### src/hw/rtl/quaternion_to_euler_angles_defines.svh
// assertion macros for the quaternion to euler angles block
// depends on nothing, taken in by the top level only
`ifndef QUATERNION_TO_EULER_ANGLES_DEFINES_SVH
`define QUATERNION_TO_EULER_ANGLES_DEFINES_SVH

// same-cycle implication, disabled in reset
`define QTE_ASSERT_NOW(lbl, clk, rst_n, ante, cons) \
  lbl: assert property (@(posedge clk) disable iff (!rst_n) (ante) |-> (cons)) \
    else $error("qte check failed");

// next-cycle implication, disabled in reset
`define QTE_ASSERT_NEXT(lbl, clk, rst_n, ante, cons) \
  lbl: assert property (@(posedge clk) disable iff (!rst_n) (ante) |=> (cons)) \
    else $error("qte check failed");

`endif

### src/hw/rtl/qte_pkg.sv
// shared types and constants for the quaternion to euler angles block
// angle format, arctangent table; depends on nothing
package qte_pkg;

  localparam int AngW    = 28;
  localparam int AngFrac = 24;

  typedef logic signed [AngW-1:0] ang_t;

  localparam ang_t AngHalfPi = 28'sd26353589;
  localparam ang_t OutPi     = 28'sd25736;
  localparam ang_t OutHalfPi = 28'sd12868;

  localparam ang_t AtanLow [8] = '{
    28'sd13176795, 28'sd7778716, 28'sd4110060, 28'sd2086331,
    28'sd1047214,  28'sd524117,  28'sd262123,  28'sd131069
  };

  // atan(2^-i) with 24 fraction bits, rounded to nearest
  function automatic ang_t atan_entry(input int unsigned i);
    logic [AngW-1:0] unit;
    unit = {{(AngW-1){1'b0}}, 1'b1};
    if (i < 8) begin
      return AtanLow[i[2:0]];
    end else if (i <= AngFrac) begin
      return ang_t'(unit << (AngFrac - i));
    end
    return '0;
  endfunction

endpackage

### src/hw/rtl/qte_cordic.sv
// pipelined vectoring cordic atan2, one register stage per iteration
// quadrant pre-rotation stage first; uses qte_pkg angle types and table
module qte_cordic #(
  parameter int NumStages = 16,
  parameter int InW       = 34
) (
  input  logic                  clk_i,
  input  logic                  en_i,
  input  logic signed [InW-1:0] x_i,
  input  logic signed [InW-1:0] y_i,
  output qte_pkg::ang_t         angle_o
);

  localparam int CW = InW + 2;

  logic signed [CW-1:0] x_q   [NumStages+1];
  logic signed [CW-1:0] y_q   [NumStages+1];
  qte_pkg::ang_t        acc_q [NumStages+1];
  logic                 zero_q[NumStages+1];

  logic signed [CW-1:0] xe, ye;
  assign xe = CW'(x_i);
  assign ye = CW'(y_i);

  // pre-rotation into the right half plane
  always_ff @(posedge clk_i) begin
    if (en_i) begin
      zero_q[0] <= (x_i == '0) && (y_i == '0);
      if (xe[CW-1]) begin
        if (!ye[CW-1]) begin
          x_q[0]   <= ye;
          y_q[0]   <= -xe;
          acc_q[0] <= qte_pkg::AngHalfPi;
        end else begin
          x_q[0]   <= -ye;
          y_q[0]   <= xe;
          acc_q[0] <= -qte_pkg::AngHalfPi;
        end
      end else begin
        x_q[0]   <= xe;
        y_q[0]   <= ye;
        acc_q[0] <= '0;
      end
    end
  end

  for (genvar i = 0; i < NumStages; i++) begin : g_iter
    logic signed [CW-1:0] dx, dy;
    assign dx = y_q[i] >>> i;
    assign dy = x_q[i] >>> i;
    always_ff @(posedge clk_i) begin
      if (en_i) begin
        zero_q[i+1] <= zero_q[i];
        if (y_q[i][CW-1]) begin
          x_q[i+1]   <= x_q[i] - dx;
          y_q[i+1]   <= y_q[i] + dy;
          acc_q[i+1] <= acc_q[i] - qte_pkg::atan_entry(i);
        end else begin
          x_q[i+1]   <= x_q[i] + dx;
          y_q[i+1]   <= y_q[i] - dy;
          acc_q[i+1] <= acc_q[i] + qte_pkg::atan_entry(i);
        end
      end
    end
  end

  assign angle_o = zero_q[NumStages] ? '0 : acc_q[NumStages];

endmodule

### config.mk
export PLATFORM = sky130hd
export DESIGN_NAME = qte_cordic
export DESIGN_NICKNAME = d
export VERILOG_FILES = /design/src/hw/rtl/quaternion_to_euler_angles_defines.svh /design/src/hw/rtl/qte_pkg.sv /design/src/hw/rtl/qte_cordic.sv
export SDC_FILE = /design/constraint.sdc
export NUM_CORES = 2
export LEC_CHECK = 0
export BUFFER_PORTS_ARGS = -buffer_cell sky130_fd_sc_hd__clkbuf_2
export CAP_MARGIN = 15
export CORE_MARGIN = 1.5
export CORE_UTILIZATION = 55
export DETAILED_ROUTE_END_ITERATION = 6
export PLACE_DENSITY = 0.72
export SYNTH_ARGS = -nofsm -noshare
export SYNTH_HDL_FRONTEND = slang
export SYNTH_SLANG_ARGS = --single-unit
### constraint.sdc
create_clock -name clk_i -period 13.81 [get_ports clk_i]
set_input_delay 2.762 -clock clk_i [delete_from_list [all_inputs] [get_ports clk_i]]
set_output_delay 2.762 -clock clk_i [all_outputs]
set_load 0.005 [all_outputs]
# Yosys cells after proc, flatten, opt, wreduce, memory -nomap -nowiden

Memories as Yosys holds them, arrays and structs flattened.
Cells that the tools add are included.

Memory bits (read-only): 0
Memories: 4
Latch bits: 0
Memory bits (writable): 1717
Register bits after elaboration: 0
Logic and storage cells: 322

Memories:

| memory | words | width | rd ports | clocked after Yosys merged registers in | write ports | RTL line         | text |
|---|---|---|---|---|---|---|---|
| x_q    | 17    | 36    | 16       | 0                                       | 17          | qte_cordic.sv:16 | `logic signed [CW-1:0] x_q [NumStages+1];` |
| y_q    | 17    | 36    | 16       | 0                                       | 17          | qte_cordic.sv:17 | `logic signed [CW-1:0] y_q [NumStages+1];` |
| acc_q  | 17    | 28    | 17       | 0                                       | 17          | qte_cordic.sv:18 | `qte_pkg::ang_t acc_q [NumStages+1];` |
| zero_q | 17    | 1     | 17       | 0                                       | 17          | qte_cordic.sv:19 | `logic zero_q[NumStages+1];` |

Add/subtract/negate cells: 97
Equal/unequal tests: 0
Divide/modulo/power cells: 0
Mux-type cells: 164
Multiply operators: 0
Bitwise operators: 54
Reductions and logical operators: 3
Shift operators: 0
Magnitude comparators: 0

Operators with widths:

| kind             | count |
|---|---|
| $mux 36          | 36 |
| $mux 28          | 19 |
| $mux 1           | 109 |
| $add 36x21->36   | 2 |
| $add 36x22->36   | 2 |
| $add 36x23->36   | 2 |
| $add 36x24->36   | 2 |
| $add 36x25->36   | 2 |
| $add 36x26->36   | 2 |
| $add 36x27->36   | 2 |
| $add 36x28->36   | 2 |
| $add 36x29->36   | 2 |
| $add 36x30->36   | 2 |
| $add 36x31->36   | 2 |
| $add 36x32->36   | 2 |
| $add 36x33->36   | 2 |
| $add 36x34->36   | 2 |
| $add 36x35->36   | 2 |
| $neg 34->36      | 2 |
| $sub 36x21->36   | 2 |
| $sub 36x22->36   | 2 |
| $sub 36x23->36   | 2 |
| $sub 36x24->36   | 2 |
| $sub 36x25->36   | 2 |
| other kinds (45) | 112 |

# Depth between registers and ports, before layout

Word-level depth: 6
Gate-level depth with buffers: 22

# Worst setup path after synthesis

OpenSTA, ideal clock, no wires.

Kind: input-to-reg
Start: input en_i
End: memory y_q[6][34] in the netlist's numbering, data pin
Data arrival time: 7.518 ns
Setup slack: 6.034 ns
Stages: 20
Data required time: 13.552 ns
Cell sequence: clkbuf_1 -> clkbuf_1 -> buf_1 -> nand2_1 -> clkinv_1 -> clkbuf_1 -> nor2_1 -> xnor2_1 -> ha_1 -> nor2b_1 -> o31a_1 -> o41ai_1 -> o221ai_1 -> o311a_1 -> o21ai_0 -> o22ai_1 -> a221o_1 -> a2111o_1 -> a21oi_1 -> xnor2_1

RTL lines:

| what               | RTL line         | text |
|---|---|---|
| start: declaration | qte_cordic.sv:8  | `input logic en_i,` |
| end: declaration   | qte_cordic.sv:17 |  |

==> results_dict.tcl <==
set metrics [dict create \
    dpl.hpwl_um 282000 \
    worst_pin_slew_ps 1200 \
    grt_pass1_wl_um 552000 \
    async_flop_share_pct 0 \
    gp_congestion 0.964 \
    cp_slowest_stage_delay_ps 890 \
    finalWirelength_um 357000 \
    hold_viol 0 \
    fin_crit_ps 8720 \
    insertion_delay_ps 860 \
    die_area_um2 236000 \
    syn-instance-count 13400 \
    relSlewSlack_pct 19.7 \
    rsz0062_at_grt "false" \
    drv_cap 0 \
    ys.flop_type "edfxtp_1" \
    syn_nets 14900 \
    cts_made_buffers 172 \
    skew_ps 55.8 \
    cts_setup_buffers 0 \
    crit_start "en_i" \
    ys_warn_count 0 \
    htree_num_levels 4 \
    busiest_layer "met2" \
    vias 103000 \
    regToRegSetupSlack_ps 7740 \
    grt_use_met1_pct 37.1 \
    drc 0 \
    min_from "acc_q[13][1]" \
    ant_nets 0 \
    max_freq_mhz 115 \
    path_cells "buf_12 > buf_4 > nor2b_2 > buf_4 > inv_1 > nand2_1 > a21boi_0 > inv_1 > fa_1 > nor2b_1 > o31ai_1 > a2111oi_0 > o41a_1 > o21ai_0 > o31ai_1 > nor4_1 > or4b_2 > a21oi_1 > o41ai_1 > xnor2_1" \
    yosysSeqAreaShare_pct 36.0 \
    worstSetupPathType "in2reg" \
    antenna_found_initial 14 \
    hold_ws_ps 414 \
    post_drt_wl_per_cell_um 21.4 \
    cts.clk_slew.worst_paths_ps 60 \
    post_dp_cell_area_um2 132000 \
    worstPathRequired_ps 14360 \
    drive_gt1_share_pct 4.26 \
    setup_slack_ps 5090 \
    grt_max_degree 210 \
    critPathCaptureType "flip-flop" \
    nets 15000 \
    synth_edf_count 1534 \
    area_growth_pct 7.53 \
    dr.pass1.iters 7 \
    hp-class "reg2reg" \
    fillers 19700 \
    tns_ps 0 \
    grt_usage_pct 29.3 \
    start_kind "input port" \
    worstPathArrival_ps 9280 \
    critPathSlowestCell "a2111oi_0" \
    outcome "finished clean" \
    rows 176 \
    grt_pass1_vias 98900 \
    portBuffers 97 \
    met3_usage_pct 3.83 \
    setup_viol 0 \
    ys_seq_elements 1534 \
    root_buffer "clkbuf_16" \
    clock_path_buffers 3 \
    ctsHoldBuffers 0 \
    synth_area_um2 128000 \
    dieWidth_um 486 \
    rr_startpoint "y_q[10][14]" \
    path_max_fanout 140 \
    yosys.cell_types.count 93 \
    drt_iter0_markers 8200 \
    final_cell_area_um2 138000 \
    core-area_um2 231000 \
    avgSynthCellArea_um2 9.55 \
    ios 98 \
    vias_per_cell 6.20 \
    gr-total-overflow 0 \
    cts_sinks 1534 \
    use_met2_pct 50.5 \
    cts_resized 0 \
    finalCritPeriodShare_pct 63.1 \
    start_util_pct 55.5 \
    cts_tree "yes" \
    die_h_um 486 \
    place_ws_ps 4560 \
    maxSlewViolCount 0 \
]
[cells in the final DEF, fill, tap and decap left out, drive strengths merged, types with 577 or more instances in the layout]
cell type / n
edfxtp: 1534
a21oi: 1437
ha: 1381
xnor2: 1241
nor2: 1118
o21ai: 749
xor2: 654
nand2: 631
inv: 597
a21o: 577
[synthesized netlist by cell type, drive strengths merged (24+ instances only)]
| master | instances | area, um2 |
|---|---|---|
| a2111oi | 26 | 228 |
| o21a | 196 | 1470 |
| o31ai | 160 | 1200 |
| or2 | 39 | 244 |
| a31o | 42 | 368 |
| o211ai | 63 | 473 |
| inv | 583 | 2190 |
| ha | 1381 | 17300 |
| nand4 | 96 | 601 |
| and3 | 96 | 601 |
| a221oi | 31 | 278 |
| clkbuf | 249 | 935 |
| a21boi | 76 | 571 |
| o41ai | 86 | 753 |
| buf | 41 | 161 |
| nand2 | 631 | 2370 |
| nand2b | 237 | 1480 |
| a21oi | 1437 | 7200 |
| mux2i | 55 | 551 |
| nor2b | 222 | 1390 |
| nand3b | 36 | 270 |
| a31oi | 105 | 657 |
| o21bai | 188 | 1410 |
| o21ai | 749 | 3750 |
| o31a | 57 | 499 |
| nor3 | 309 | 1550 |
| and4 | 29 | 254 |
| or3 | 93 | 587 |
| or4 | 63 | 477 |
| a211oi | 121 | 908 |
| edfxtp | 1534 | 46100 |
| nor3b | 32 | 262 |
| a211o | 24 | 210 |
| and2 | 62 | 388 |
| xor2 | 654 | 5730 |
| xnor2 | 1241 | 10900 |
| nor2 | 1118 | 4200 |
| a21o | 577 | 4330 |
| a41oi | 24 | 210 |
| nor4 | 112 | 726 |
| nand3 | 228 | 1140 |
| fa | 44 | 881 |
[metrics by stage]
stage	util [%]	std cells
after CTS	59.7	16600
final	59.7	16600
after floorplan	-	13400
after global routing	59.7	16600
after detailed placement	57.1	16300
after global placement	57.1	16300
[routing by layer]
layer,vias up,share of wire [%],wire [um]
li1,49900,-,-
met1,49400,42,150000
met2,3143,48,173000
met3,700,5.3,19000
met4,6,4.2,15000
met5,-,0.070,251
[critical path: cells and delay by family]
| family | cells | cell delay, ps |
|---|---|---|
| and+or+nand+nor | 5 | 1260 |
| xor gates and xnor gates | 1 | 140 |
| AOI/OAI and AO/OA | 8 | 2550 |
| adders and majority gates | 1 | 440 |
| buffers and inverters | 5 | 1790 |
[sequential cells by signal, summed over array words and instances, names as in the netlist]
register,cells
acc_q,451
x_q,525
y_q,541
zero_q,17
[layout make-up]
class | count | area, um2 | share of cell area (%)
sequential | 1534 | 46100 | 33.4
inverter | 597 | 2240 | 1.63
tap | 3026 | 3790 | 2.75
timing repair buffer | 167 | 1070 | 0.776
clock inverter | 130 | 1480 | 1.07
multi-input combinational | 11000 | 78800 | 57.2
clock buffer | 187 | 4360 | 3.17
antenna | 5 | 12.5 | 0.00908
[final timing paths]
check / end / cells after the start
max: y_q[12][34] / 20
min: acc_q[14][1] / 0
max reg2reg: x_q[11][33] / 17
min reg2reg: acc_q[14][1] / 0
[kinds of logic (layout without fill, tap and decap cells)]
group	after synthesis	count (layout)	synth area share, %
flops	1534	1534	36.0
compound gates	4171	4171	20.6
fa+ha+maj	1425	1425	14.2
mux	62	62	0.491
xor+xnor	1895	1895	13.0
buf+inv	887	1081	2.60
simple gates	3440	3440	13.2
other cells	0	5	0
Power is not shown: default switching activity piles up to over one toggle a cycle in this logic, so the estimate is an artifact.
